`src/hw/rtl/pfi_pkg.sv`:
```
// Shared types, constants and helpers of the palette fade interpolator.
`default_nettype none

package pfi_pkg;

  // Store geometry and field widths
  localparam int PaletteEntries = 256;
  localparam int ReqW           = 2;
  localparam int IndexW         = 8;
  localparam int ChanW          = 8;
  localparam int FrameW         = 8;
  localparam int Color6W        = 6;

  // Queue between front and back
  localparam int QueueDepth  = 2;
  localparam int QueueLevelW = $clog2(QueueDepth + 1);

  // Divider: quotient bits, bits resolved per cycle, steps per division
  localparam int QuotW          = 8;
  localparam int DivBitsPerStep = 4;
  localparam int DivSteps       = QuotW / DivBitsPerStep;
  localparam int DivCntW        = (DivSteps > 1) ? $clog2(DivSteps) : 1;

  // Configuration port
  localparam int CfgAddrW = 5;
  localparam int CfgDataW = 32;

  typedef enum logic [ReqW-1:0] {
    REQ_WR_START  = 2'd0,
    REQ_WR_TARGET = 2'd1,
    REQ_RD_FADED  = 2'd2
  } req_e;

  typedef enum logic [2:0] {
    REG_STEP_COUNT  = 3'd0,
    REG_FIRST_INDEX = 3'd1,
    REG_LAST_INDEX  = 3'd2,
    REG_FADE_MODE   = 3'd3,
    REG_COLOR_RED   = 3'd4,
    REG_COLOR_GREEN = 3'd5,
    REG_COLOR_BLUE  = 3'd6
  } cfg_reg_e;

  typedef enum logic [1:0] {
    BK_IDLE,
    BK_DIV,
    BK_FIN
  } back_state_e;

  typedef logic [ChanW-1:0] chan_t;

  // Red in the low byte, blue in the high byte
  typedef struct packed {
    chan_t blue;
    chan_t green;
    chan_t red;
  } rgb_t;

  typedef struct packed {
    logic [FrameW-1:0]  step_count;
    logic [IndexW-1:0]  first_index;
    logic [IndexW-1:0]  last_index;
    logic               fade_mode;
    logic [Color6W-1:0] color_red;
    logic [Color6W-1:0] color_green;
    logic [Color6W-1:0] color_blue;
  } cfg_t;

  // One classified read waiting for the back end
  typedef struct packed {
    rgb_t              start;
    rgb_t              target;
    logic [FrameW-1:0] frame;
    logic              final_frame;
    logic              interp;
  } work_t;

  // Widen a 6-bit channel to 8 bits: c*255/63 equals 4*c + c/21
  function automatic chan_t widen6(logic [Color6W-1:0] c);
    logic [1:0] extra;
    if (c >= 6'd63) begin
      extra = 2'd3;
    end else if (c >= 6'd42) begin
      extra = 2'd2;
    end else if (c >= 6'd21) begin
      extra = 2'd1;
    end else begin
      extra = 2'd0;
    end
    return {c, 2'b00} + chan_t'(extra);
  endfunction

endpackage

`default_nettype wire

```
`src/hw/rtl/pfi_if.sv`:
```
// Request and response channel interfaces of the palette fade interpolator.
`default_nettype none


interface pfi_rsp_if;
  import pfi_pkg::*;

  logic             valid;
  logic             ready;
  logic [ChanW-1:0] out_red;
  logic [ChanW-1:0] out_green;
  logic [ChanW-1:0] out_blue;

  modport source (
    output valid, out_red, out_green, out_blue,
    input  ready
  );
  modport sink (
    input  valid, out_red, out_green, out_blue,
    output ready
  );
endinterface

`default_nettype wire

```
`src/hw/rtl/pfi_back.sv`:
```
// Back end: interpolates the three channels with a shared-cycle divider.
`default_nettype none

module pfi_back (
  input  logic           clk_i,
  input  logic           rst_ni,
  input  pfi_pkg::cfg_t  cfg_i,
  input  logic           q_valid_i,
  input  pfi_pkg::work_t q_data_i,
  output logic           q_pop_o,
  pfi_rsp_if.source      rsp_o
);
  import pfi_pkg::*;

  back_state_e         state_q, state_d;
  logic [DivCntW-1:0]  cnt_q;
  logic                out_valid_q;
  rgb_t                out_q;
  logic                out_free;
  logic                div_en;
  logic                load_out;
  logic                div_last;

  logic [2:0][ChanW-1:0] head_s;
  logic [2:0][ChanW-1:0] head_t;
  logic [2:0]            head_neg;
  logic [2:0][2*ChanW-1:0] head_prod;

  logic [2:0][ChanW-1:0] start_q;
  logic [2:0][ChanW-1:0] target_q;
  logic                  final_q;
  logic                  interp_q;
  logic [2:0]            neg_q;
  logic [2:0][ChanW-1:0] rem_q, rem_d;
  logic [2:0][ChanW-1:0] low_q, low_d;
  logic [2:0][ChanW-1:0] result;

  assign out_free = !out_valid_q || rsp_o.ready;
  assign div_last = cnt_q == DivCntW'(DivSteps - 1);

  // Next state
  always_comb begin
    state_d = state_q;
    unique case (state_q)
      BK_IDLE: if (q_valid_i) state_d = BK_DIV;
      BK_DIV:  if (div_last)  state_d = BK_FIN;
      BK_FIN:  if (out_free)  state_d = BK_IDLE;
      default: state_d = BK_IDLE;
    endcase
  end

  // State outputs
  always_comb begin
    q_pop_o  = 1'b0;
    div_en   = 1'b0;
    load_out = 1'b0;
    unique case (state_q)
      BK_IDLE: q_pop_o  = q_valid_i;
      BK_DIV:  div_en   = 1'b1;
      BK_FIN:  load_out = out_free;
      default: ;
    endcase
  end

  // Magnitude of the channel difference times the frame
  assign head_s = q_data_i.start;
  assign head_t = q_data_i.target;
  always_comb begin
    for (int k = 0; k < 3; k++) begin
      head_neg[k]  = head_t[k] < head_s[k];
      head_prod[k] = (2 * ChanW)'(head_neg[k] ? head_s[k] - head_t[k]
                                              : head_t[k] - head_s[k])
                   * (2 * ChanW)'(q_data_i.frame);
    end
  end

  // Restoring division by the step count, several quotient bits per cycle
  always_comb begin
    logic [ChanW:0]   r9;
    logic [ChanW-1:0] rem;
    logic [ChanW-1:0] low;
    logic             ge;
    for (int k = 0; k < 3; k++) begin
      rem = rem_q[k];
      low = low_q[k];
      for (int j = 0; j < DivBitsPerStep; j++) begin
        r9  = {rem, low[ChanW-1]};
        ge  = r9 >= {1'b0, cfg_i.step_count};
        rem = ge ? ChanW'(r9 - {1'b0, cfg_i.step_count}) : r9[ChanW-1:0];
        low = {low[ChanW-2:0], ge};
      end
      rem_d[k] = rem;
      low_d[k] = low;
    end
  end

  // Apply the signed quotient and pick start, blend or target
  always_comb begin
    logic [ChanW-1:0] part;
    for (int k = 0; k < 3; k++) begin
      part = neg_q[k] ? ChanW'(0) - low_q[k] : low_q[k];
      if (final_q) begin
        result[k] = target_q[k];
      end else if (interp_q) begin
        result[k] = start_q[k] + part;
      end else begin
        result[k] = start_q[k];
      end
    end
  end

  // Control registers
  always_ff @(posedge clk_i or negedge rst_ni) begin
    if (!rst_ni) begin
      state_q     <= BK_IDLE;
      cnt_q       <= '0;
      out_valid_q <= 1'b0;
    end else begin
      state_q <= state_d;
      if (q_pop_o) begin
        cnt_q <= '0;
      end else if (div_en) begin
        cnt_q <= cnt_q + 1'b1;
      end
      if (load_out) begin
        out_valid_q <= 1'b1;
      end else if (rsp_o.ready) begin
        out_valid_q <= 1'b0;
      end
    end
  end

  // Load the popped word, then advance the divider
  always_ff @(posedge clk_i) begin
    if (q_pop_o) begin
      start_q  <= head_s;
      target_q <= head_t;
      final_q  <= q_data_i.final_frame;
      interp_q <= q_data_i.interp;
      neg_q    <= head_neg;
      for (int k = 0; k < 3; k++) begin
        rem_q[k] <= head_prod[k][2*ChanW-1:ChanW];
        low_q[k] <= head_prod[k][ChanW-1:0];
      end
    end else if (div_en) begin
      rem_q <= rem_d;
      low_q <= low_d;
    end
  end

  // Output register
  always_ff @(posedge clk_i) begin
    if (load_out) begin
      out_q <= rgb_t'(result);
    end
  end

  assign rsp_o.valid     = out_valid_q;
  assign rsp_o.out_red   = out_q.red;
  assign rsp_o.out_green = out_q.green;
  assign rsp_o.out_blue  = out_q.blue;

endmodule

`default_nettype wire

```
`src/flat_wrapper.sv`:
```
// flat-port wrapper written by rule: the top's interface ports become plain ports
module pfi_back_flat import pfi_pkg::*;
  (clk_i, rst_ni, cfg_i, q_valid_i, q_data_i, q_pop_o, rsp_o_valid, rsp_o_out_red, rsp_o_out_green, rsp_o_out_blue, rsp_o_ready);
  pfi_rsp_if rsp_o_i ();
  input  logic clk_i;
  input  logic rst_ni;
  input  pfi_pkg::cfg_t cfg_i;
  input  logic q_valid_i;
  input  pfi_pkg::work_t q_data_i;
  output logic q_pop_o;
  output wire logic [$bits(rsp_o_i.valid)-1:0] rsp_o_valid;
  output wire logic [$bits(rsp_o_i.out_red)-1:0] rsp_o_out_red;
  output wire logic [$bits(rsp_o_i.out_green)-1:0] rsp_o_out_green;
  output wire logic [$bits(rsp_o_i.out_blue)-1:0] rsp_o_out_blue;
  input wire logic [$bits(rsp_o_i.ready)-1:0] rsp_o_ready;
  assign rsp_o_valid = rsp_o_i.valid;
  assign rsp_o_out_red = rsp_o_i.out_red;
  assign rsp_o_out_green = rsp_o_i.out_green;
  assign rsp_o_out_blue = rsp_o_i.out_blue;
  assign rsp_o_i.ready = rsp_o_ready;
  pfi_back u_core (.clk_i(clk_i), .rst_ni(rst_ni), .cfg_i(cfg_i), .q_valid_i(q_valid_i), .q_data_i(q_data_i), .q_pop_o(q_pop_o), .rsp_o(rsp_o_i));
endmodule
```
`config.mk`:
```
export PLATFORM = sky130hd
export DESIGN_NAME = pfi_back_flat
export DESIGN_NICKNAME = d
export VERILOG_FILES = /design/src/hw/rtl/pfi_pkg.sv /design/src/hw/rtl/pfi_if.sv /design/src/hw/rtl/pfi_back.sv /design/src/flat_wrapper.sv
export SDC_FILE = /design/constraint.sdc
export NUM_CORES = 1
export LEC_CHECK = 0
export BUFFER_PORTS_ARGS = -buffer_cell sky130_fd_sc_hd__buf_2
export CELL_PAD_IN_SITES_DETAIL_PLACEMENT = 0
export CELL_PAD_IN_SITES_GLOBAL_PLACEMENT = 1
export CORE_MARGIN = 1
export CORE_UTILIZATION = 35
export CTS_BUF_LIST = sky130_fd_sc_hd__clkbuf_4 sky130_fd_sc_hd__clkbuf_8 sky130_fd_sc_hd__clkbuf_16
export DETAILED_ROUTE_END_ITERATION = 8
export PLACE_DENSITY = 0.58
export SYNTH_ARGS = -nofsm -noshare
export SYNTH_HDL_FRONTEND = slang
export SYNTH_SLANG_ARGS = --single-unit
```
`constraint.sdc`:
```
create_clock -name clk_i -period 9.85 [get_ports clk_i]
set_input_delay 1.4775 -clock clk_i [delete_from_list [all_inputs] [get_ports clk_i]]
set_output_delay 1.4775 -clock clk_i [all_outputs]
set_load 0.03 [all_outputs]
```
# After elaboration in Yosys (flattened, before gate mapping)
# Index checks and enable logic that the tools add are counted.
dict set report classes {
  addsub 25
  multipliers 3
  n_lt_le_gt_ge 15
  n_eq_ne 5
  muxes 39
  reduce_logical 6
}
# op n
set op_table {}
lappend op_table {{$mux W8} 21}
lappend op_table {{$ge A9 B8 Y1} 12}
lappend op_table {{$mux W24} 4}
lappend op_table {{$sub A8 B8 Y8} 12}
lappend op_table {{$sub A8 B8 Y9} 6}
lappend op_table {{$mul A16 B8 Y16} 3}
lappend op_table {{$mux W16} 3}
lappend op_table {{$add A8 B8 Y8} 3}
lappend op_table {{$lt A8 B8 Y1} 3}
lappend op_table {{$sub A1 B8 Y8 const A} 3}
lappend op_table {{$mux W1} 7}
lappend op_table {{$mux W2} 3}
lappend op_table {{$pmux W2 S3} 1}
lappend op_table {{$ne A2 B1 Y1 const B} 2}
lappend op_table {{$reduce_bool A2 Y1} 2}
lappend op_table {{$reduce_and A3 Y1} 1}
lappend op_table {{$eq A2 B1 Y1 const B} 1}
lappend op_table {{$eq A2 B2 Y1 const B} 1}
lappend op_table {{$logic_not A2 Y1} 1}
lappend op_table {{$ne A2 B2 Y1 const B} 1}
lappend op_table {{$add A1 B1 Y1 const B} 1}
lappend op_table {{$logic_not A1 Y1} 1}
lappend op_table {{$logic_or A1 B1 Y1} 1}
dict set report word_totals {
  ff_bits 129
}

# Depth between registers and ports, before layout
# Gate-level depths: netlist (run 1).
dict set report logic_depth {
  ltp_word 10
  mapped_depth 36
}

# Worst setup path before layout (run 1)
# OpenSTA, ideal clock, no wires.
dict set report synth_path {
  kind {input-to-reg}
  from {in cfg_i[36] in the netlist's numbering}
  to {reg u_core.rem_q[0] in the netlist's numbering (data pin)}
  setup_ns 0.260
  arrival_ns 9.002
  t_required_ns 9.590
  path_slack_ns 0.588
  stages 35
  path_buffers 3
  path_cell_list {inv_1 ha_1 nor2b_1 o31ai_4 a31oi_1 o2bb2ai_1 mux2_2 inv_1 ha_1 nor2b_1 o21ai_0 a31oi_1 o21ai_0 or3b_1 buf_4 mux2_2 inv_1 ha_1 nor2b_1 o31a_1 o21a_1 o221ai_1 o221a_1 buf_6 mux2_2 ha_1 or2_2 a21oi_1 a31oi_1 o21ai_0 nand2b_1 a211oi_2 buf_6 mux2i_1 mux2_4}
}
dict set report synth_between {
  elab_chain_cells 10
}
# item line_no
set synth_lines {}
lappend synth_lines {{from (decl)} flat_wrapper.sv:7} ;# input pfi_pkg::cfg_t cfg_i;
lappend synth_lines {{$sub A8 B8 Y8 or $ge A9 B8 Y1 (tied branches)} {pfi_back.sv:89, pfi_back.sv:88}}
lappend synth_lines {{$mux W8} pfi_back.sv:89} ;# rem = ge ? ChanW'(r9 - {1'b0, cfg_i.step_count}) : r9[ChanW-1:0];
lappend synth_lines {{$sub A8 B8 Y8 or $ge A9 B8 Y1 (tied branches)} {pfi_back.sv:89, pfi_back.sv:88}}
lappend synth_lines {{$mux W8} pfi_back.sv:89}
lappend synth_lines {{$sub A8 B8 Y8 or $ge A9 B8 Y1 (tied branches)} {pfi_back.sv:89, pfi_back.sv:88}}
lappend synth_lines {{$mux W8} pfi_back.sv:89}
lappend synth_lines {{$ge A9 B8 Y1 (*)} pfi_back.sv:88} ;# ge = r9 >= {1'b0, cfg_i.step_count};
lappend synth_lines {{$mux W8 (*)} pfi_back.sv:89}
lappend synth_lines {{$mux W24 (*)} pfi_back.sv:145} ;# end else if (div_en) begin
lappend synth_lines {{$mux W24 (*)} pfi_back.sv:135} ;# if (q_pop_o) begin
lappend synth_lines {{to (signal, indexed assignment)} pfi_back.sv:142} ;# rem_q[k] <= head_prod[k][2*ChanW-1:ChanW];
lappend synth_lines {{to (signal assigned)} pfi_back.sv:146} ;# rem_q <= rem_d;
lappend synth_lines {{to (decl)} pfi_back.sv:34} ;# logic [2:0][ChanW-1:0] rem_q, rem_d;
# Mark *: on every way between the ends. The rest lies on a longest branch, timed or not. The select of a mux whose other input is x is not followed.
# A chain may end at the register's enable or synchronous reset.

# Worst setup path after layout (run 1)
dict set report layout_path {
  from {in cfg_i[36] in the netlist's numbering}
  to {reg u_core.rem_q[18] in the netlist's numbering (data pin)}
}
dict set report layout_between {
  elab_chain_cells 10
}
# item line_no
set layout_lines {}
lappend layout_lines {{$sub A8 B8 Y8 or $ge A9 B8 Y1 (tied branches)} {pfi_back.sv:89, pfi_back.sv:88}}
lappend layout_lines {{$mux W8} pfi_back.sv:89}
lappend layout_lines {{$sub A8 B8 Y8 or $ge A9 B8 Y1 (tied branches)} {pfi_back.sv:89, pfi_back.sv:88}}
lappend layout_lines {{$mux W8} pfi_back.sv:89}
lappend layout_lines {{$ge A9 B8 Y1 or $sub A8 B8 Y8 (tied branches)} {pfi_back.sv:88, pfi_back.sv:89}}
lappend layout_lines {{$mux W8} pfi_back.sv:89}
lappend layout_lines {{$sub A8 B8 Y8 or $ge A9 B8 Y1 (tied branches)} {pfi_back.sv:89, pfi_back.sv:88}}
lappend layout_lines {{$mux W8 (*)} pfi_back.sv:89}
lappend layout_lines {{$mux W24 (*)} pfi_back.sv:145}
lappend layout_lines {{$mux W24 (*)} pfi_back.sv:135}
# Marks and branches as above.

==> impl_metrics.json, run 1 <==
{
  "tightest_slew_ns": 0.9280,
  "grt_pass1_vias": 16540,
  "min_from": "u_core.cnt_q",
  "detail-route-antenna-nets": 0,
  "max_clock_freq_mhz": 107.7,
  "cap_viol_max_count": 0,
  "grt_usage": 0.1951,
  "cts.htree.levels": 4,
  "fin_crit_sh": 0.9426,
  "cts_tree": "done",
  "slowest_delay_ns": 0.41,
  "tns_ns": 0,
  "ctsHoldBuffers": 0,
  "viasPerCell": 5.091,
  "clk-insertion-delay-late_ns": 0.45,
  "routedWlPerCell_um": 17.93,
  "min_path_type": "flop to flop",
  "ys_seq_area_frac": 0.1878,
  "drtIter0Drc": 644,
  "grt_overflow_total": 0,
  "worstPathMaxFanout": 11,
  "setup.worst_path.start": "cfg_i[36]",
  "grt_max_degree": 55,
  "dpl.hpwl_um": 45790,
  "cts_inserted_buffers": 17,
  "ctsResizeCount": 0,
  "initial_core_util": 0.3550,
  "cts_root_buffer": "clkbuf_16",
  "end_kind": "flop",
  "finalSetupViolations": 0,
  "yosysTopAreaCellShare": 0.1873,
  "coreArea_um2": 57810,
  "ys_async_sr_fraction": 0.03101,
  "dr.pass1.iters": 5,
  "ys_top_cells_by_area": "fa_1, edfxtp_1, ha_1, inv_1, xnor2_1",
  "drc_errors": 0,
  "holdPathStages": 1,
  "fillers": 5894,
  "rows": 88,
  "die_h_um": 244.1,
  "worst_setup_path_start_kind": "input pin",
  "slew_violations": 0,
  "cts_setup_buffers": 0,
  "synthesis.nets": 2792,
  "worstRegToRegCells": 32,
  "grt_antenna_before_repair": 2,
  "n_antenna_cell": 0,
  "synth_seq_cells": 129,
  "synth_cell_types": 77,
  "hold_viol": 0,
  "finClkSkew_ns": 0.01243,
  "routed_wl_um": 56580,
  "ys.flop_type": "edfxtp_1",
  "areaGrowthSynthToFinish_pct": 10.96,
  "slew_headroom": 0.3786,
  "clkTransAtPathRegs_ns": 0.07,
  "cts_sinks": 129,
  "num_io_pins": 131,
  "drive_above_1_share": 0.1092,
  "syn_area_per_cell_um2": 9.100,
  "grt_setup_unrepaired": "no",
  "arrival_ns": 9.43,
  "clock_path_buffers": 2,
  "die_w_um": 244.1,
  "mappedNetlistArea_um2": 20520,
  "synth.largest_area_cell": "fa_1",
  "yosysWarnings": 0,
  "port_buffers": 95,
  "vias": 16060,
  "rr_startpoint": "u_core.rem_q[19]",
  "crit_type": "input pin to flop",
  "dieArea_um2": 59600,
  "status": "completed",
  "nets": 2914,
  "synth_edf_count": 125,
  "final.min_clock_period_ns": 9.284,
  "syn_inst": 2255,
  "grt_first_pass_wirelength_um": 90800,
  "required_ns": 10.00,
  "place.gp.congestion": 0.8179,
  "critPathSlowestCell": "mux2_2"
}
## cell families (layout without fill, tap and decap cells)
| family | after synthesis | after routing | share of synthesized area |
|---|---|---|---|
| multiplexers | 114 | 114 | 0.05914 |
| AND/OR/NAND/NOR | 634 | 634 | 0.1513 |
| buffers and inverters | 371 | 506 | 0.06939 |
| AO/OA/AOI/OAI | 422 | 422 | 0.1334 |
| flip-flops | 129 | 129 | 0.1878 |
| XOR/XNOR | 153 | 153 | 0.06530 |
| adder cells (fa/ha/maj) | 432 | 432 | 0.3336 |
## flip-flops by register name (all words and copies together), names as in the netlist, 2 cells and up
name	flops
u_core.neg_q	3
u_core.low_q	12
u_core.rsp_o.out_red	8
u_core.target_q	24
u_core.rsp_o.out_blue	8
u_core.rem_q	24
u_core.state_q	2
u_core.rsp_o.out_green	8
u_core.low_d	12
u_core.start_q	24
## routing by layer
| metal | track usage | up-vias | part of all wire |
|---|---|---|---|
| li1 | - | 7893 | - |
| met1 | 0.2759 | 7943 | 0.50 |
| met2 | 0.3255 | 200 | 0.47 |
| met3 | 0.01427 | 25 | 0.025 |
| met4 | 0.03952 | 0 | 0.012 |
| met5 | 0 | - | 0 |
## stage by stage
| step | worst slack [ns] | area (um2) | util | hold WS [ns] | instances |
|---|---|---|---|---|---|
| after CTS | 0.6314 | 22770 | 0.3939 | 0.5038 | 3155 |
| after global routing | 0.01213 | 22770 | 0.3939 | 0.5483 | 3155 |
| after global placement | 0.2122 | 22190 | 0.3838 | 0.4797 | 3123 |
| after detailed placement | 0.1346 | 22190 | 0.3838 | 0.4883 | 3123 |
| final | 0.5657 | 22770 | 0.3939 | 0.4959 | 3155 |
| after floorplan | 0.5878 | 20520 | - | 0.4538 | 2255 |
## path summary, 6_finish.rpt
kind	endpoint	slack, ns
max	u_core.rem_q[18]	0.57
min	u_core.state_q[0]	0.50
max reg2reg	u_core.rem_q[18]	1.52
min reg2reg	u_core.state_q[0]	0.50
max in group asynchronous	u_core.state_q[1]	8.90
min in group asynchronous	u_core.cnt_q	0.82
## cell usage after synthesis (5+ instances only)
| cell type | instances |
|---|---|
| a211oi_1 | 5 |
| a21boi_0 | 14 |
| a21o_1 | 23 |
| a21oi_1 | 108 |
| a31oi_1 | 18 |
| and2_1 | 66 |
| and3_1 | 11 |
| buf_1 | 5 |
| clkbuf_1 | 35 |
| edfxtp_1 | 125 |
| fa_1 | 192 |
| ha_1 | 240 |
| inv_1 | 321 |
| mux2_2 | 54 |
| mux2i_1 | 59 |
| nand2_1 | 214 |
| nand2b_1 | 30 |
| nand3_1 | 29 |
| nand4_1 | 10 |
| nor2_1 | 121 |
| nor2b_1 | 68 |
| nor3_1 | 36 |
| nor3b_1 | 6 |
| nor4b_1 | 10 |
| o211ai_1 | 10 |
| o21a_1 | 28 |
| o21ai_0 | 117 |
| o21bai_1 | 17 |
| o31a_1 | 8 |
| o31ai_1 | 14 |
| o41ai_1 | 7 |
| or2_2 | 6 |
| or3_1 | 16 |
| xnor2_1 | 129 |
| xor2_1 | 24 |
## critical path: cells and delay by family
kind | cells | cell delay (ns)
fa+ha+maj | 4 | 1.23
simple gates | 9 | 1.74
mux | 3 | 0.96
buf+inv | 5 | 0.97
compound gates | 14 | 3.03
## placed cells by master, fill, tap and decap left out, types with 95 or more instances in the layout
cell type / count
fa_1: 192
inv_1: 319
nor2_1: 121
nand2_1: 213
buf_2: 95
a21oi_1: 108
o21ai_0: 117
xnor2_1: 129
ha_1: 240
edfxtp_1: 125
## layout make-up
type	instances	area [um2]	area share
inverters	322	1211	0.05319
clock buffers	17	425.4	0.01868
well taps	765	957.2	0.04204
clock inverters	15	157.7	0.006924
flip-flops and latches	129	3854	0.1692
multi-input cells	1755	15250	0.6697
repair buffers	152	915.9	0.04022
Power of run 1 is not shown: default switching activity piles up to over one toggle a cycle in this logic, so the estimate is an artifact.
==> run 2, diff against run 1 <==
--- a/config.mk
+++ b/config.mk
@@ -6,13 +6,14 @@
 export NUM_CORES = 1
 export LEC_CHECK = 0
 export BUFFER_PORTS_ARGS = -buffer_cell sky130_fd_sc_hd__buf_2
-export CELL_PAD_IN_SITES_DETAIL_PLACEMENT = 0
+export CELL_PAD_IN_SITES_DETAIL_PLACEMENT = 1
 export CELL_PAD_IN_SITES_GLOBAL_PLACEMENT = 1
 export CORE_MARGIN = 1
 export CORE_UTILIZATION = 35
 export CTS_BUF_LIST = sky130_fd_sc_hd__clkbuf_4 sky130_fd_sc_hd__clkbuf_8 sky130_fd_sc_hd__clkbuf_16
 export DETAILED_ROUTE_END_ITERATION = 8
 export PLACE_DENSITY = 0.58
+export RECOVER_POWER = 100
 export SYNTH_ARGS = -nofsm -noshare
 export SYNTH_HDL_FRONTEND = slang
 export SYNTH_SLANG_ARGS = --single-unit
==> impl_metrics.json, run 2 (same netlist as run 1, synthesis figures left out) <==
{
  "layoutNonFillerInstCount": 3155,
  "worstPathMaxFanout": 11,
  "grt_antenna_before_repair": 3,
  "required_ns": 10.01,
  "coreArea_um2": 57810,
  "worst_setup_path_start_kind": "input pin",
  "rows": 88,
  "end_kind": "flop",
  "vias": 16330,
  "clkTransAtPathRegs_ns": 0.07,
  "arrival_ns": 9.48,
  "dpl.hpwl_um": 49850,
  "num_io_pins": 131,
  "path_buf_inv": 4,
  "fillers": 6827,
  "max_clock_freq_mhz": 107.2,
  "grt_usage": 0.2113,
  "grt_max_degree": 55,
  "slew_headroom": -1.137,
  "tns_ns": 0,
  "drc_errors": 0,
  "crit_type": "input pin to flop",
  "hold_viol": 0,
  "tightest_slew_ns": 3.206,
  "cts_inserted_buffers": 17,
  "dp.cells": 3123,
  "drive_above_1_share": 0.07364,
  "routedWlPerCell_um": 19.26,
  "holdPathStages": 1,
  "clk-insertion-delay-late_ns": 0.46,
  "grt_first_pass_wirelength_um": 98810,
  "critPathTopFamily": "compound AO/OA/AOI/OAI gates",
  "initial_core_util": 0.3550,
  "grt_pass1_vias": 18110,
  "dr.pass1.iters": 4,
  "areaGrowthSynthToFinish_pct": 10.66,
  "reg_top3": "u_core.rem_q: 24 flops, u_core.start_q: 24 flops, u_core.target_q: 24 flops",
  "port_buffers": 95,
  "cts_tree": "done",
  "clock_path_buffers": 2,
  "dieArea_um2": 59600,
  "place.gp.congestion": 0.8179,
  "slowest_delay_ns": 0.40,
  "grt_setup_unrepaired": "no",
  "critPathSlowestCell": "mux2_1",
  "routed_wl_um": 60770,
  "final_cell_mix": "inv_1, ha_1, nand2_1",
  "cts_root_buffer": "clkbuf_16",
  "finalSetupViolations": 0,
  "grt_overflow_total": 0,
  "die_w_um": 244.1,
  "violations": "max-capacitance violations, max-slew violations",
  "final.min_clock_period_ns": 9.328,
  "die_h_um": 244.1,
  "layout_commonest_cell": "inv_1",
  "cap_viol_max_count": 4,
  "worstRegToRegCells": 31,
  "nets": 2914,
  "cts.htree.levels": 4,
  "slew_violations": 166,
  "n_antenna_cell": 0,
  "cts_sinks": 129,
  "crit_top_cell": "ha_1",
  "detail-route-antenna-nets": 0,
  "viasPerCell": 5.174,
  "ctsHoldBuffers": 0,
  "finClkSkew_ns": 0.01184,
  "fin_crit_sh": 0.9470,
  "drtIter0Drc": 573,
  "min_path_type": "flop to flop",
  "worst-path-stages": 34,
  "status": "finished with violations"
}
[run 2: cell types whose count changed in the layout (fill, tap and decap cells not counted), moves of 7 or more]
cell      delta
and2_0       +9
and2_1       -9
buf_2       -76
buf_4        -7
clkbuf_1    +82
[run 2: worst paths after layout]
check,start,endpoint,slack [ns]
setup / recovery,cfg_i[36],u_core.rem_q[18],0.52
hold / removal,u_core.cnt_q,u_core.state_q[0],0.49
setup reg to reg,u_core.rem_q[19],u_core.rem_q[18],1.46
hold reg to reg,u_core.cnt_q,u_core.state_q[0],0.49
max in group asynchronous,rst_ni,u_core.state_q[0],8.78
min in group asynchronous,rst_ni,u_core.rsp_o.valid,0.86
[run 2: worst register-to-register path, delay by kind of cell (launching register included)]
family | cells | cell delay, ns
flip-flops | 1 | 0.47
adder cells (fa/ha/maj) | 4 | 1.49
AO/OA/AOI/OAI | 13 | 2.63
buffers and inverters | 1 | 0.26
AND/OR/NAND/NOR | 9 | 1.91
multiplexers | 4 | 1.35
[run 2: layer usage]
layer  track usage  vias up  wire [um]  part of all wire
met2        0.3693      136      29490              0.49
met5             0        -          0                 0
li1              -     7893          -                 -
met3       0.01394       32        892             0.015
met4       0.04504        0        867             0.014
met1        0.2852     8264      29530              0.49
[run 2: what timing repair did]
item	4_1_cts	5_1_grt
endpoints found under the setup margin	0	9
setup buffers	0	0
gates resized for setup	0	4
[run 2: cell type report]
class,count,area [um2],area share
sequential,129,3854,0.1697
tap,765,957.2,0.04215
multi-input combinational,1755,15260,0.6718
timing repair buffer,152,795.8,0.03504
clock inverter,15,206.4,0.009091
inverter,322,1214,0.05344
clock buffer,17,425.4,0.01873
[run 2: stage by stage]
step,area [um2],hold WS [ns],utilization,setup slack [ns]
2_1_floorplan,20520,0.4538,-,0.5878
3_3_place_gp,22190,0.4797,0.3838,0.2122
3_5_place_dp,22190,0.4873,0.3838,0.04158
4_1_cts,22820,0.5003,0.3947,0.5156
5_1_grt,22710,0.5476,0.3929,0.005957
6_report,22710,0.4947,0.3929,0.5222
Power of run 2 is left out for the same reason.
