<file path="config.mk">
export PLATFORM = sky130hd
export DESIGN_NAME = pfi_queue
export DESIGN_NICKNAME = d
export VERILOG_FILES = /design/src/hw/rtl/pfi_pkg.sv /design/src/hw/rtl/pfi_queue.sv
export SDC_FILE = /design/constraint.sdc
export NUM_CORES = 1
export LEC_CHECK = 0
export BUFFER_PORTS_ARGS = -buffer_cell sky130_fd_sc_hd__buf_2
export CORE_UTILIZATION = 46
export DETAILED_ROUTE_END_ITERATION = 16
export GPL_ROUTABILITY_DRIVEN = 0
export PLACE_DENSITY_LB_ADDON = 0.15
export SLEW_MARGIN = 40
export SYNTH_ARGS = -nofsm -noshare
export SYNTH_HDL_FRONTEND = slang
export SYNTH_SLANG_ARGS = --single-unit
export TNS_END_PERCENT = 10
</file>
<file path="constraint.sdc">
create_clock -name clk_i -period 3.8 [get_ports clk_i]
set_clock_uncertainty 0.05 [all_clocks]
set_input_delay 0 -clock clk_i [delete_from_list [all_inputs] [get_ports clk_i]]
set_output_delay 0 -clock clk_i [all_outputs]
set_load 0.03 [all_outputs]
</file>
<file path="src/hw/rtl/pfi_pkg.sv">
// Shared types, constants and helpers of the palette fade interpolator.
`default_nettype none

package pfi_pkg;

  // Store geometry and field widths
  localparam int PaletteEntries = 256;
  localparam int ReqW           = 2;
  localparam int IndexW         = 8;
  localparam int ChanW          = 8;
  localparam int FrameW         = 8;
  localparam int Color6W        = 6;

  // Queue between front and back
  localparam int QueueDepth  = 2;
  localparam int QueueLevelW = $clog2(QueueDepth + 1);

  // Divider: quotient bits, bits resolved per cycle, steps per division
  localparam int QuotW          = 8;
  localparam int DivBitsPerStep = 4;
  localparam int DivSteps       = QuotW / DivBitsPerStep;
  localparam int DivCntW        = (DivSteps > 1) ? $clog2(DivSteps) : 1;

  // Configuration port
  localparam int CfgAddrW = 5;
  localparam int CfgDataW = 32;

  typedef enum logic [ReqW-1:0] {
    REQ_WR_START  = 2'd0,
    REQ_WR_TARGET = 2'd1,
    REQ_RD_FADED  = 2'd2
  } req_e;

  typedef enum logic [2:0] {
    REG_STEP_COUNT  = 3'd0,
    REG_FIRST_INDEX = 3'd1,
    REG_LAST_INDEX  = 3'd2,
    REG_FADE_MODE   = 3'd3,
    REG_COLOR_RED   = 3'd4,
    REG_COLOR_GREEN = 3'd5,
    REG_COLOR_BLUE  = 3'd6
  } cfg_reg_e;

  typedef enum logic [1:0] {
    BK_IDLE,
    BK_DIV,
    BK_FIN
  } back_state_e;

  typedef logic [ChanW-1:0] chan_t;

  // Red in the low byte, blue in the high byte
  typedef struct packed {
    chan_t blue;
    chan_t green;
    chan_t red;
  } rgb_t;

  typedef struct packed {
    logic [FrameW-1:0]  step_count;
    logic [IndexW-1:0]  first_index;
    logic [IndexW-1:0]  last_index;
    logic               fade_mode;
    logic [Color6W-1:0] color_red;
    logic [Color6W-1:0] color_green;
    logic [Color6W-1:0] color_blue;
  } cfg_t;

  // One classified read waiting for the back end
  typedef struct packed {
    rgb_t              start;
    rgb_t              target;
    logic [FrameW-1:0] frame;
    logic              final_frame;
    logic              interp;
  } work_t;

  // Widen a 6-bit channel to 8 bits: c*255/63 equals 4*c + c/21
  function automatic chan_t widen6(logic [Color6W-1:0] c);
    logic [1:0] extra;
    if (c >= 6'd63) begin
      extra = 2'd3;
    end else if (c >= 6'd42) begin
      extra = 2'd2;
    end else if (c >= 6'd21) begin
      extra = 2'd1;
    end else begin
      extra = 2'd0;
    end
    return {c, 2'b00} + chan_t'(extra);
  endfunction

endpackage

`default_nettype wire

</file>
<file path="src/hw/rtl/pfi_queue.sv">
// Short queue of classified reads between the front and back ends.
`default_nettype none

module pfi_queue (
  input  logic                            clk_i,
  input  logic                            rst_ni,
  input  logic                            push_i,
  input  pfi_pkg::work_t                  data_i,
  input  logic                            pop_i,
  output logic                            valid_o,
  output pfi_pkg::work_t                  data_o,
  output logic [pfi_pkg::QueueLevelW-1:0] level_o
);
  import pfi_pkg::*;

  localparam int PtrW = (QueueDepth > 1) ? $clog2(QueueDepth) : 1;

  work_t                  slot_q [QueueDepth];
  logic [PtrW-1:0]        wptr_q, wptr_d;
  logic [PtrW-1:0]        rptr_q, rptr_d;
  logic [QueueLevelW-1:0] level_q, level_d;

  // Advance pointers and fill level
  always_comb begin
    wptr_d  = wptr_q;
    rptr_d  = rptr_q;
    level_d = level_q;
    if (push_i) begin
      wptr_d = (wptr_q == PtrW'(QueueDepth - 1)) ? '0 : wptr_q + 1'b1;
    end
    if (pop_i) begin
      rptr_d = (rptr_q == PtrW'(QueueDepth - 1)) ? '0 : rptr_q + 1'b1;
    end
    if (push_i && !pop_i) begin
      level_d = level_q + 1'b1;
    end else if (pop_i && !push_i) begin
      level_d = level_q - 1'b1;
    end
  end

  always_ff @(posedge clk_i or negedge rst_ni) begin
    if (!rst_ni) begin
      wptr_q  <= '0;
      rptr_q  <= '0;
      level_q <= '0;
    end else begin
      wptr_q  <= wptr_d;
      rptr_q  <= rptr_d;
      level_q <= level_d;
    end
  end

  // Store the pushed word
  always_ff @(posedge clk_i) begin
    if (push_i) begin
      slot_q[wptr_q] <= data_i;
    end
  end

  assign data_o  = slot_q[rptr_q];
  assign valid_o = level_q != '0;
  assign level_o = level_q;

endmodule

`default_nettype wire

</file>
=== After elaboration in Yosys (flattened, before gate mapping) ===
Memory sizes are Yosys's and may differ from the RTL's.
Index checks and enable logic that the tools add are counted.

* Register bits after elaboration: 4
* Bits in writable memories: 116
* Memories: 1
* Output and inout bits: 61

* Add/sub/neg operators: 4
* Multiplexer cells: 6
* Reduce and logical (&&, ||, !) cells: 6

{| class="wikitable"
|+ Memory list
! name !! depth !! bits a word !! rd ports !! clocked after Yosys merged registers in !! wr ports !! RTL line !! source
|-
| slot_q || 2 || 58 || 1 || 0 || 1 || pfi_queue.sv:18 || <nowiki>work_t slot_q [QueueDepth];</nowiki>
|}

{| class="wikitable"
|+ Operators by type and width
! kind !! count
|-
| $mux W1 || 4
|-
| $mux W2 || 2
|-
| $reduce_bool A2 Y1 || 2
|-
| $add A1 B1 Y1 const B || 2
|-
| $add A2 B1 Y2 const B || 1
|-
| $logic_and A1 B1 Y1 || 2
|-
| $logic_not A1 Y1 || 2
|-
| $sub A2 B1 Y2 const B || 1
|}

=== Longest topological paths before layout ===
Gate-level depths: netlist of run 1.

* Depth after elaboration: 4
* Gate-level depth with buffers: 5
* Depth with buffers taken out: 5

=== Worst setup path after synthesis of run 1 ===
OpenSTA, ideal clock, no wires.

* Path type: register to register
* Start point: reg wptr_q
* End point: mem slot_q[0][0] (netlist bit) (enable)
* Data arrival time: 2.984 ns
* Data required time: 3.269 ns
* Library setup time: 0.481 ns
* Stages on the path, launching flop included: 2
* Setup slack: 0.285 ns
* Clock period less this slack: 3.515 ns
* Cells stage by stage: dfrtp_1 nor2b_1

{| class="wikitable"
|+ RTL lines
! item !! RTL line !! source
|-
| start, declared || pfi_queue.sv:19 || <nowiki>logic [PtrW-1:0] wptr_q, wptr_d;</nowiki>
|-
| start signal, assigned || pfi_queue.sv:47 || <nowiki>wptr_q <= wptr_d;</nowiki>
|-
| end, declared || pfi_queue.sv:18 ||
|}

No word-level cell before the write port.

==> impl_metrics.sql, run 1 <==
INSERT INTO impl_metrics (metric_group, metric, value, unit) VALUES
('sta', 'final-setup-viol-count', '0', ''),
('sta', 'layout_min_cycle_time', '2.20', 'ns'),
('route', 'routed_wire_length_per_instance', '15.2', 'µm'),
('global_routing', 'grt_overflow', '0', ''),
('route', 'drc_errors', '0', ''),
('flow_run', 'maxCapViolations', '0', ''),
('sta', 'upper_clock_frequency_limit', '0.455', 'GHz'),
('worst_setup_path', 'worst_setup_path_class', 'reg2out', ''),
('placed_design', 'port_buffers', '122', ''),
('cells_and_area', 'finalCoreUtilization', '68.4', '%'),
('pwr', 'cellLeakagePower', '2.48', 'nW'),
('route', 'detailedRoute.firstIterationViolations', '98', ''),
('worst_setup_path', 'r2r_slack', '1.91', 'ns'),
('route', 'ant_nets', '0', ''),
('synth', 'synth.cell_area', '4410', 'µm²'),
('clock_network', 'cts_resized', '0', ''),
('cells_and_area', 'stdcell_area', '6350', 'µm²'),
('clock_network', 'tritoncts.num_buffers', '17', ''),
('worst_setup_path', 'critPathRequiredTime', '3.75', 'ns'),
('floorplanning', 'io-pin-count', '123', ''),
('cells_and_area', 'fraction_of_layout_cells_with_a_size_suffix_above_1', '53.2', '%'),
('sta', 'rsz_0062_raised_after_global_routing', 'false', ''),
('clock_network', 'worst_setup_hold_path_clk_slew', '0.06', 'ns'),
('global_routing', 'grt_util_all_layers', '17.5', '%'),
('sta', 'hold-worst-slack', '0.170', 'ns'),
('synth', 'synthesis.area_per_instance', '22.5', 'µm²'),
('sta', 'final-max-slew-violation-count', '0', ''),
('run_status', 'status', 'finished clean', ''),
('clock_network', 'number_of_clock_sinks', '120', ''),
('sta', 'setup-tns-final', '0', 'ns'),
('global_routing', 'grt_max_degree', '42', ''),
('synth', 'synth_cells', '196', ''),
('route', 'vias_per_cell', '4.59', ''),
('pwr', 'power', '4.94', 'mW'),
('floorplanning', 'area_of_the_die', '9990', 'µm²'),
('worst_hold_path', 'worst_hold_startpoint', 'data_i[37]', ''),
('worst_setup_path', 'data_arrival_time_of_the_worst_path', '2.15', 'ns'),
('clock_network', 'tritoncts', 'built', ''),
('worst_setup_path', 'biggest_fanout_along_the_worst_timing_path', '36', ''),
('placed_design', 'dp.cells', '445', ''),
('floorplanning', 'die_x', '100', 'µm'),
('floorplanning', 'coreArea', '9280', 'µm²'),
('cells_and_area', 'area_growth_syn_to_layout', '43.9', '%'),
('cells_and_area', 'diodes', '0', ''),
('route', 'dr_total_vias', '2473', ''),
('sta', 'max-slew-margin-rel', '62.3', '%'),
('cells_and_area', 'layout.nets', '460', ''),
('clock_network', 'clock_insertion_delay_worst_skew', '0.50', 'ns'),
('pwr', 'power-per-cell-area', '778', 'nW/µm²'),
('floorplanning', 'initial_util', '47.5', '%'),
('cells_and_area', 'layout.cells.most_common', 'sky130_fd_sc_hd__buf_2', ''),
('floorplanning', 'placementRows', '35', ''),
('worst_setup_path', 'startpoint', 'rptr_q', ''),
('cells_and_area', 'most-common-layout-cells', 'sky130_fd_sc_hd__buf_2, sky130_fd_sc_hd__edfxtp_1, sky130_fd_sc_hd__dlygate4sd3_1', ''),
('clock_network', 'htree_levels', '4', ''),
('synth', 'yosys_register_bits', '120', ''),
('floorplanning', 'die_h', '100', 'µm'),
('pwr', 'irDropWorstVdd', '0.409', 'mV'),
('placed_design', 'hpwlAfterDp', '4.84', 'mm'),
('global_routing', 'antenna_found_initial', '0', ''),
('sta', 'hold_viol_final', '0', ''),
('cells_and_area', 'final_cells', '539', ''),
('placed_design', 'pre_cts_ws', '1.88', 'ns'),
('worst_setup_path', 'regToRegStartpoint', 'wptr_q', ''),
('synth', 'seq_area_frac_synth', '81.2', '%'),
('synth', 'synth.net_count', '259', ''),
('clock_network', 'ctsRootBufferMaster', 'sky130_fd_sc_hd__clkbuf_8', ''),
('clock_network', 'clockBufferDepth', '2', ''),
('worst_setup_path', 'worst_setup_path_start_kind', 'register', ''),
('worst_hold_path', 'timing.hold.worst.class', 'in2reg', ''),
('synth', 'netlist-cell-type-count', '15', ''),
('global_routing', 'global_route_wire_length_before_repair', '12.5', 'mm'),
('global_routing', 'first_global_vias', '2596', ''),
('route', 'detail_route.wirelength', '8.17', 'mm'),
('sta', 'fin_ws', '1.60', 'ns'),
('placed_design', 'post_dp_cell_area', '5180', 'µm²'),
('route', 'drt_first_pass_iters', '4', ''),
('sta', 'max_slew.worst_pin.slew', '0.565', 'ns'),
('synth', 'yosysWarnings', '0', ''),
('sta', 'fin_crit_sh', '57.8', '%'),
('worst_setup_path', 'cp-end-kind', 'output port', '');
## worst max-delay path: stages (launching register included)
cell and delay, ns:
sky130_fd_sc_hd__dfrtp_4 0.76, sky130_fd_sc_hd__buf_4 0.32, sky130_fd_sc_hd__mux2_2 0.37, sky130_fd_sc_hd__buf_2 0.18
## cell usage after synthesis (all sizes together)
library cell  count  area [µm²]
edfxtp          116        3480
mux2             58         691
buf               7        57.6
dfrtp             4         100
xor2              4        35.0
and2              1        6.26
ha                1        12.5
inv               1        3.75
nor2              1        3.75
nor2b             1        6.26
or2               1        6.26
xnor2             1        8.76
## worst paths after layout
kind                                       to  cells after the start
worst max-delay path                data_o[2]                      3
worst min-delay path            slot_q[1][37]                      2
worst max register to register  slot_q[1][10]                      2
worst min register to register     level_o[1]                      1
max in group asynchronous              rptr_q                      3
min in group asynchronous          level_o[1]                      3
## state kept, by name (all words and copies together), names as in the netlist
name and cells:
level_o 2, slot_q 116, wptr_q 1, rptr_q 1
## cell families after synthesis
kind of cell	share of synthesized area, %
fa+ha+maj	0.283
simple gates	0.510
flops	81.2
xor+xnor	0.992
mux	15.6
buf+inv	1.39
## area by class of cell
cell class	count	area, µm²
Multi-Input combinational cell	68	778
Inverter	1	3.75
Tap cell	129	161
Fill cell	658	2930
Timing Repair Buffer	189	1270
Sequential cell	120	3590
Clock buffer	19	422
Clock inverter	13	131
## report_power, final
| part | switching (mW) | internal, mW | total, mW |
|---|---|---|---|
| sequential | 0.147 | 1.76 | 1.91 |
| combinational | 0.967 | 0.598 | 1.57 |
| clock | 0.543 | 0.925 | 1.47 |
## metal layers
layer | share of wire (%) | vias up | GRT usage, % | wire length [µm]
met5 | 0 | - | 0 | 0
met4 | 1.4 | 0 | 8.03 | 115
met3 | 5.1 | 12 | 6.82 | 419
met2 | 50 | 83 | 28.9 | 4080
met1 | 43 | 1199 | 20.4 | 3550
li1 | - | 1179 | - | -
## repair_timing
action / 4_1_cts / 5_1_grt
setup endpoints to repair: 0 / 0
setup buffers: 0 / 0
endpoints found under the hold margin: 124 / 0
hold buffers: 62 / 0
No activity file was read; power rests on OpenSTA's default activity.
==> run 2: changes to the inputs <==
--- a/config.mk
+++ b/config.mk
@@ -5,8 +5,9 @@
 export SDC_FILE = /design/constraint.sdc
 export NUM_CORES = 1
 export LEC_CHECK = 0
+export ABC_AREA = 1
 export BUFFER_PORTS_ARGS = -buffer_cell sky130_fd_sc_hd__buf_2
-export CORE_UTILIZATION = 46
+export CORE_UTILIZATION = 52
 export DETAILED_ROUTE_END_ITERATION = 16
 export GPL_ROUTABILITY_DRIVEN = 0
 export PLACE_DENSITY_LB_ADDON = 0.15
==> constraint.sdc (replaced) <==
create_clock -name clk_i -period 2.3 [get_ports clk_i]
set_clock_uncertainty 0.05 [all_clocks]
set_input_delay 0 -clock clk_i [delete_from_list [all_inputs] [get_ports clk_i]]
set_output_delay 0 -clock clk_i [all_outputs]
set_load 0.03 [all_outputs]
==> run 2 against run 1 <==
  * Utilization grew 9.2 points
  * Hold slack is essentially flat
  * Global-route usage rose by 2.1 points
  * Setup slack worse by 1.3 ns
  * Flip-flop and latch count unchanged
  * Synthesized cell count grew 4.6%
  * First-iteration DRC count is 6.1% higher
  * Die area decreased by 11%
  * Cell count fell by 2.6%
==> impl_metrics.sql, run 2 <==
INSERT INTO impl_metrics (metric_group, metric, value, unit) VALUES
('global_routing', 'first_global_vias', '2699', ''),
('route', 'drc_errors', '0', ''),
('synth', 'synthesis.area_per_instance', '21.6', 'µm²'),
('worst_setup_path', 'cp-end-kind', 'output port', ''),
('worst_hold_path', 'worst_hold_startpoint', 'data_i[36]', ''),
('worst_setup_path', 'critPathRequiredTime', '2.25', 'ns'),
('sta', 'upper_clock_frequency_limit', '0.496', 'GHz'),
('pwr', 'cellLeakagePower', '2.53', 'nW'),
('clock_network', 'ctsRootBufferMaster', 'sky130_fd_sc_hd__clkbuf_8', ''),
('floorplanning', 'io-pin-count', '123', ''),
('worst_setup_path', 'reg2regPathDepth', '3', ''),
('route', 'detail_route.wirelength', '8.20', 'mm'),
('global_routing', 'grt_overflow', '0', ''),
('cells_and_area', 'layout.nets', '470', ''),
('clock_network', 'tritoncts.num_buffers', '17', ''),
('worst_hold_path', 'timing.hold.worst.class', 'in2reg', ''),
('synth', 'async_flop_share', '3.33', '%'),
('worst_setup_path', 'r2r_slack', '0.86', 'ns'),
('synth', 'synth.cell_area', '4430', 'µm²'),
('floorplanning', 'die_x', '94.3', 'µm'),
('cells_and_area', 'layout.cells.most_common', 'sky130_fd_sc_hd__buf_2', ''),
('placed_design', 'dp.cells', '431', ''),
('worst_setup_path', 'data_arrival_time_of_the_worst_path', '1.97', 'ns'),
('synth', 'synth.top_cells.by_area', 'sky130_fd_sc_hd__edfxtp_1, sky130_fd_sc_hd__mux2_2, sky130_fd_sc_hd__mux2_4', ''),
('clock_network', 'clockBufferDepth', '2', ''),
('route', 'detailedRoute.firstIterationViolations', '104', ''),
('sta', 'setup-tns-final', '0', 'ns'),
('synth', 'number_of_synthesized_flops_with_an_enable_pin', '116', ''),
('synth', 'yosys_register_bits', '120', ''),
('synth', 'synth_flop_cell', 'sky130_fd_sc_hd__edfxtp_1', ''),
('cells_and_area', 'num-fill-cells', '488', ''),
('cells_and_area', 'register_area', '3580', 'µm²'),
('run_status', 'status', 'finished clean', ''),
('worst_hold_path', 'worstHoldEndpoint', 'slot_q[0][36]', ''),
('route', 'ant_nets', '0', ''),
('route', 'routed_wire_length_per_instance', '15.6', 'µm'),
('worst_setup_path', 'startpoint', 'rptr_q', ''),
('cells_and_area', 'finalCoreUtilization', '77.7', '%'),
('sta', 'final-setup-viol-count', '0', ''),
('route', 'dr_total_vias', '2540', ''),
('global_routing', 'grt_max_degree', '39', ''),
('synth', 'netlist-cell-type-count', '15', ''),
('worst_setup_path', 'worst_setup_path_class', 'reg2out', ''),
('synth', 'synth.net_count', '268', ''),
('global_routing', 'grt_util_all_layers', '19.6', '%'),
('cells_and_area', 'flip_flop_count_of_the_largest_register_all_copies_and_words_added', '116', ''),
('worst_setup_path', 'worstReg2RegEnd', 'slot_q[1][21]', ''),
('synth', 'synth_top_area_share', '78.6', '%'),
('placed_design', 'hpwlAfterDp', '4.99', 'mm'),
('global_routing', 'global_route_wire_length_before_repair', '12.3', 'mm'),
('worst_hold_path', 'min_path_cells', '2', ''),
('sta', 'final-max-slew-violation-count', '0', ''),
('floorplanning', 'area_of_the_die', '8900', 'µm²'),
('pwr', 'irDropWorstVdd', '0.959', 'mV'),
('worst_setup_path', 'biggest_fanout_along_the_worst_timing_path', '15', ''),
('sta', 'max_slew.worst_pin.slew', '0.519', 'ns'),
('clock_network', 'number_of_clock_sinks', '120', ''),
('clock_network', 'tritoncts', 'built', ''),
('cells_and_area', 'fraction_of_layout_cells_with_a_size_suffix_above_1', '51.9', '%'),
('pwr', 'power', '8.31', 'mW'),
('sta', 'max-slew-margin-rel', '65.4', '%'),
('clock_network', 'worst_setup_hold_path_clk_slew', '0.06', 'ns'),
('floorplanning', 'placementRows', '33', ''),
('synth', 'seq_area_frac_synth', '80.8', '%'),
('sta', 'fin_crit_sh', '87.7', '%'),
('synth', 'yosysWarnings', '0', ''),
('placed_design', 'port_buffers', '122', ''),
('route', 'vias_per_cell', '4.84', ''),
('floorplanning', 'die_h', '94.3', 'µm'),
('sta', 'layout_min_cycle_time', '2.02', 'ns'),
('clock_network', 'htree_levels', '4', ''),
('sta', 'rsz_0062_raised_after_global_routing', 'false', ''),
('floorplanning', 'coreArea', '8220', 'µm²'),
('cells_and_area', 'diodes', '0', ''),
('synth', 'synth_top_cell_by_area', 'sky130_fd_sc_hd__edfxtp_1', ''),
('synth', 'synthTopCellsByCount', 'sky130_fd_sc_hd__edfxtp_1, sky130_fd_sc_hd__mux2_2, sky130_fd_sc_hd__mux2_4', ''),
('cells_and_area', 'registers.top_by_ff_count', 'slot_q', ''),
('sta', 'hold_viol_final', '0', ''),
('pwr', 'power-per-cell-area', '1300', 'nW/µm²'),
('worst_setup_path', 'regToRegStartpoint', 'wptr_q', ''),
('floorplanning', 'initial_util', '54.0', '%'),
('cells_and_area', 'multi_input_area', '774', 'µm²'),
('sta', 'hold-worst-slack', '0.169', 'ns'),
('route', 'drt_first_pass_iters', '5', ''),
('cells_and_area', 'final_cells', '525', ''),
('global_routing', 'antenna_found_initial', '0', ''),
('cells_and_area', 'most-common-layout-cells', 'sky130_fd_sc_hd__buf_2, sky130_fd_sc_hd__edfxtp_1, sky130_fd_sc_hd__dlygate4sd3_1', ''),
('synth', 'yosys.cell_count.top_type', 'sky130_fd_sc_hd__edfxtp_1', ''),
('cells_and_area', 'area_growth_syn_to_layout', '43.9', '%'),
('synth', 'synth_cells', '205', ''),
('worst_setup_path', 'worst_setup_path_start_kind', 'register', ''),
('flow_run', 'maxCapViolations', '0', ''),
('clock_network', 'clock_insertion_delay_worst_skew', '0.50', 'ns'),
('clock_network', 'setup_buffers_after_cts', '0', '');
run 2: cell count changes after synthesis, sizes merged:
cell / previous run / this run
nand2: 0 / 6
nand4: 0 / 1
inv: 1 / 7
and2: 1 / 0
xor2: 4 / 2
nor2b: 1 / 0
nand3: 0 / 1
or2: 1 / 0
run 2: how the worst max path moves through the flow:
stage / slack, ns / cells past startpoint / endpoint
after floorplan: 0.24 / 2 / slot_q[1][0]
after global placement: 0.81 / 3 / data_o[14]
after detailed placement: 0.80 / 3 / data_o[48]
after CTS: 0.24 / 3 / data_o[14]
after global routing: 0.18 / 3 / data_o[14]
final: 0.28 / 3 / data_o[14]
run 2: stage by stage:
stage,setup slack (ns),cell area [µm²]
final,0.282,6380
after global routing,0.179,6380
after CTS,0.241,6380
after detailed placement,0.800,5180
after global placement,0.812,5180
after floorplan,0.240,4440
run 2: layer usage:
layer,global-route usage (%),vias to the layer above,wire [µm]
li1,-,1200,-
met1,20.0,1237,3150
met2,35.3,89,4410
met3,7.81,14,494
met4,8.59,0,144
met5,0,-,0
run 2: cell families after synthesis:
| kind of cell | after synthesis | share of synthesized area, % |
|---|---|---|
| mux | 58 | 15.6 |
| flops | 120 | 80.8 |
| buf+inv | 14 | 1.89 |
| fa+ha+maj | 1 | 0.282 |
| xor+xnor | 3 | 0.593 |
| simple gates | 9 | 0.846 |
run 2: layout make-up:
cell class,count,area share (%)
inverter,7,0.412
multi-input combinational,71,12.1
sequential,120,56.2
tap,105,2.06
clock inverter,13,2.41
timing repair buffer,190,20.2
clock buffer,19,6.61
run 2: critical path, stage by stage (launching register included):
cell                      delay [ns]
sky130_fd_sc_hd__dfrtp_2        0.58
sky130_fd_sc_hd__buf_4          0.32
sky130_fd_sc_hd__mux2_2         0.37
sky130_fd_sc_hd__buf_2          0.19
run 2: report_power, final:
part / leakage (nW) / total (mW) / internal [mW] / switching (mW)
Sequential: 1.13 / 3.07 / 2.91 / 0.166
Combinational: 1.12 / 2.72 / 1.01 / 1.70
Clock: 0.275 / 2.52 / 1.64 / 0.877
run 2: what timing repair did:
action | 4_1_cts | 5_1_grt
hold buffers | 62 | 0
gates resized for setup | 0 | 0
endpoints found under the hold margin | 124 | 0
==> run 3: changes to the inputs <==
--- a/config.mk
+++ b/config.mk
@@ -6,9 +6,10 @@
 export NUM_CORES = 1
 export LEC_CHECK = 0
 export ABC_AREA = 1
-export BUFFER_PORTS_ARGS = -buffer_cell sky130_fd_sc_hd__buf_2
-export CORE_UTILIZATION = 52
+export CORE_UTILIZATION = 60
+export CTS_BUF_LIST = sky130_fd_sc_hd__clkbuf_8
 export DETAILED_ROUTE_END_ITERATION = 16
+export DONT_BUFFER_PORTS = 1
 export GPL_ROUTABILITY_DRIVEN = 0
 export PLACE_DENSITY_LB_ADDON = 0.15
 export SLEW_MARGIN = 40
==> run 3 against run 2 <==
  * Largest power group unchanged
  * Clock-buffer cell count fell by 2
  * Die area fell by 13%
  * Sequential share of layout area rose by 8.9 points
==> impl_metrics.sql, run 3 (same netlist as run 2, synthesis figures left out) <==
INSERT INTO impl_metrics (metric_group, metric, value, unit) VALUES
('sta', 'final-setup-viol-count', '0', ''),
('cells_and_area', 'layout.nets', '346', ''),
('sta', 'hold_viol_final', '0', ''),
('sta', 'upper_clock_frequency_limit', '0.592', 'GHz'),
('worst_hold_path', 'timing.hold.worst.class', 'in2reg', ''),
('clock_network', 'ctsRootBufferMaster', 'sky130_fd_sc_hd__clkbuf_8', ''),
('route', 'drc_errors', '0', ''),
('worst_setup_path', 'biggest_fanout_along_the_worst_timing_path', '23', ''),
('pwr', 'irDropWorstVdd', '0.733', 'mV'),
('clock_network', 'clock_insertion_delay_worst_skew', '0.40', 'ns'),
('clock_network', 'worst_setup_hold_path_clk_slew', '0.06', 'ns'),
('worst_setup_path', 'critPathRequiredTime', '2.31', 'ns'),
('placed_design', 'port_buffers', '0', ''),
('clock_network', 'setup_buffers_after_cts', '0', ''),
('placed_design', 'hpwlAfterDp', '4.52', 'mm'),
('clock_network', 'tritoncts', 'built', ''),
('worst_setup_path', 'data_arrival_time_of_the_worst_path', '1.70', 'ns'),
('cells_and_area', 'fraction_of_layout_cells_with_a_size_suffix_above_1', '29.1', '%'),
('route', 'drt_first_pass_iters', '5', ''),
('cells_and_area', 'area_growth_syn_to_layout', '24.3', '%'),
('floorplanning', 'area_of_the_die', '7740', 'µm²'),
('global_routing', 'global_route_wire_length_before_repair', '11.6', 'mm'),
('worst_hold_path', 'worst_hold_startpoint', 'push_i', ''),
('sta', 'max-slew-margin-rel', '64.9', '%'),
('floorplanning', 'coreArea', '6980', 'µm²'),
('clock_network', 'clockBufferDepth', '2', ''),
('sta', 'final-max-slew-violation-count', '0', ''),
('global_routing', 'first_global_vias', '2259', ''),
('global_routing', 'grt_overflow', '0', ''),
('clock_network', 'tritoncts.num_buffers', '17', ''),
('floorplanning', 'placementRows', '30', ''),
('route', 'routed_wire_length_per_instance', '19.6', 'µm'),
('worst_setup_path', 'worst_setup_path_class', 'reg2reg', ''),
('run_status', 'status', 'finished clean', ''),
('worst_setup_path', 'startpoint', 'wptr_q', ''),
('cells_and_area', 'flip_flop_count_of_the_largest_register_all_copies_and_words_added', '116', ''),
('sta', 'setup-tns-final', '0', 'ns'),
('sta', 'max_slew.worst_pin.slew', '0.525', 'ns'),
('worst_setup_path', 'worst_setup_path_start_kind', 'register', ''),
('sta', 'rsz_0062_raised_after_global_routing', 'false', ''),
('floorplanning', 'io-pin-count', '123', ''),
('cells_and_area', 'stdcell_area', '5510', 'µm²'),
('floorplanning', 'initial_util', '63.5', '%'),
('route', 'detail_route.wirelength', '7.59', 'mm'),
('placed_design', 'post_dp_cell_area', '4560', 'µm²'),
('pwr', 'cellLeakagePower', '1.95', 'nW'),
('cells_and_area', 'registers.top_by_ff_count', 'slot_q', ''),
('cells_and_area', 'most-common-layout-cells', 'sky130_fd_sc_hd__edfxtp_1, sky130_fd_sc_hd__dlygate4sd3_1, sky130_fd_sc_hd__mux2_2', ''),
('global_routing', 'antenna_found_initial', '0', ''),
('cells_and_area', 'diodes', '0', ''),
('worst_setup_path', 'cp-end-kind', 'register', ''),
('route', 'ant_nets', '0', ''),
('cells_and_area', 'layout.cells.most_common', 'sky130_fd_sc_hd__edfxtp_1', ''),
('global_routing', 'grt_max_degree', '58', ''),
('global_routing', 'grt_util_all_layers', '21.7', '%'),
('cells_and_area', 'num-fill-cells', '392', ''),
('flow_run', 'maxCapViolations', '0', ''),
('clock_network', 'number_of_clock_sinks', '120', ''),
('clock_network', 'htree_levels', '4', ''),
('worst_setup_path', 'regToRegStartpoint', 'wptr_q', ''),
('sta', 'fin_crit_sh', '73.4', '%'),
('pwr', 'power', '6.97', 'mW'),
('route', 'dr_total_vias', '2112', ''),
('pwr', 'power-per-cell-area', '1260', 'nW/µm²'),
('sta', 'layout_min_cycle_time', '1.69', 'ns'),
('floorplanning', 'die_h', '88.0', 'µm'),
('route', 'detailedRoute.firstIterationViolations', '113', ''),
('floorplanning', 'die_x', '88.0', 'µm'),
('route', 'vias_per_cell', '5.44', '');
run 3: cell types whose count changed in the layout (fill, tap and decap cells not counted), moves of 4 or more:
cell and delta:
sky130_fd_sc_hd__buf_2 -122, sky130_fd_sc_hd__clkinv_1 +4, sky130_fd_sc_hd__clkbuf_8 +16, sky130_fd_sc_hd__clkbuf_16 -16
run 3: through the flow:
stage                     worst slack, ns  hold slack, ns  util (%)  instances
after floorplan                     0.240          -0.346         -        205
after global placement              0.681          -0.345      65.3        298
after detailed placement            0.587          -0.345      65.3        298
after CTS                           0.582         0.00108      78.9        388
after global routing                0.489         0.00895      78.9        388
final                               0.611          0.0219      78.9        388
run 3: per-layer routing:
metal / GRT usage, % / wire [µm]
met5: 0 / 0
met4: 8.20 / 42
met3: 9.90 / 686
met2: 35.1 / 4000
met1: 25.6 / 2860
run 3: repair_timing:
action                                  CTS  global route
endpoints found under the hold margin   140             0
endpoints found under the setup margin    0             0
resized for setup                         0             0
hold buffers                             62             0
run 3: path summary, 6_finish.rpt:
kind | endpoint | slack [ns] | cells after the start
max | slot_q[0][42] | 0.61 | 2
min | slot_q[1][4] | 0.02 | 2
max reg2reg | slot_q[0][42] | 0.61 | 2
min reg2reg | wptr_q | 0.50 | 1
max in group asynchronous | rptr_q | 1.62 | 2
min in group asynchronous | level_o[0] | 0.38 | 2
run 3: final cells by class:
type	count	area, µm²	area share (%)
Multi-Input combinational cell	71	774	14.1
Inverter	7	26.3	0.477
Clock inverter	11	95.1	1.73
Sequential cell	120	3580	65.1
Timing Repair Buffer	66	676	12.3
Clock buffer	17	234	4.25
Tap cell	96	120	2.18
run 3: where the power goes:
group | leakage (nW) | switching (mW) | internal (mW)
registers | 1.13 | 0.176 | 2.91
clock network | 0.178 | 0.679 | 0.904
logic | 0.633 | 1.59 | 0.714
run 3: worst max-delay path, cell delays in order, from the launching register on:
cell                      delay (ns)
sky130_fd_sc_hd__dfrtp_1        0.42
sky130_fd_sc_hd__nor2_4         0.46
sky130_fd_sc_hd__buf_4          0.42
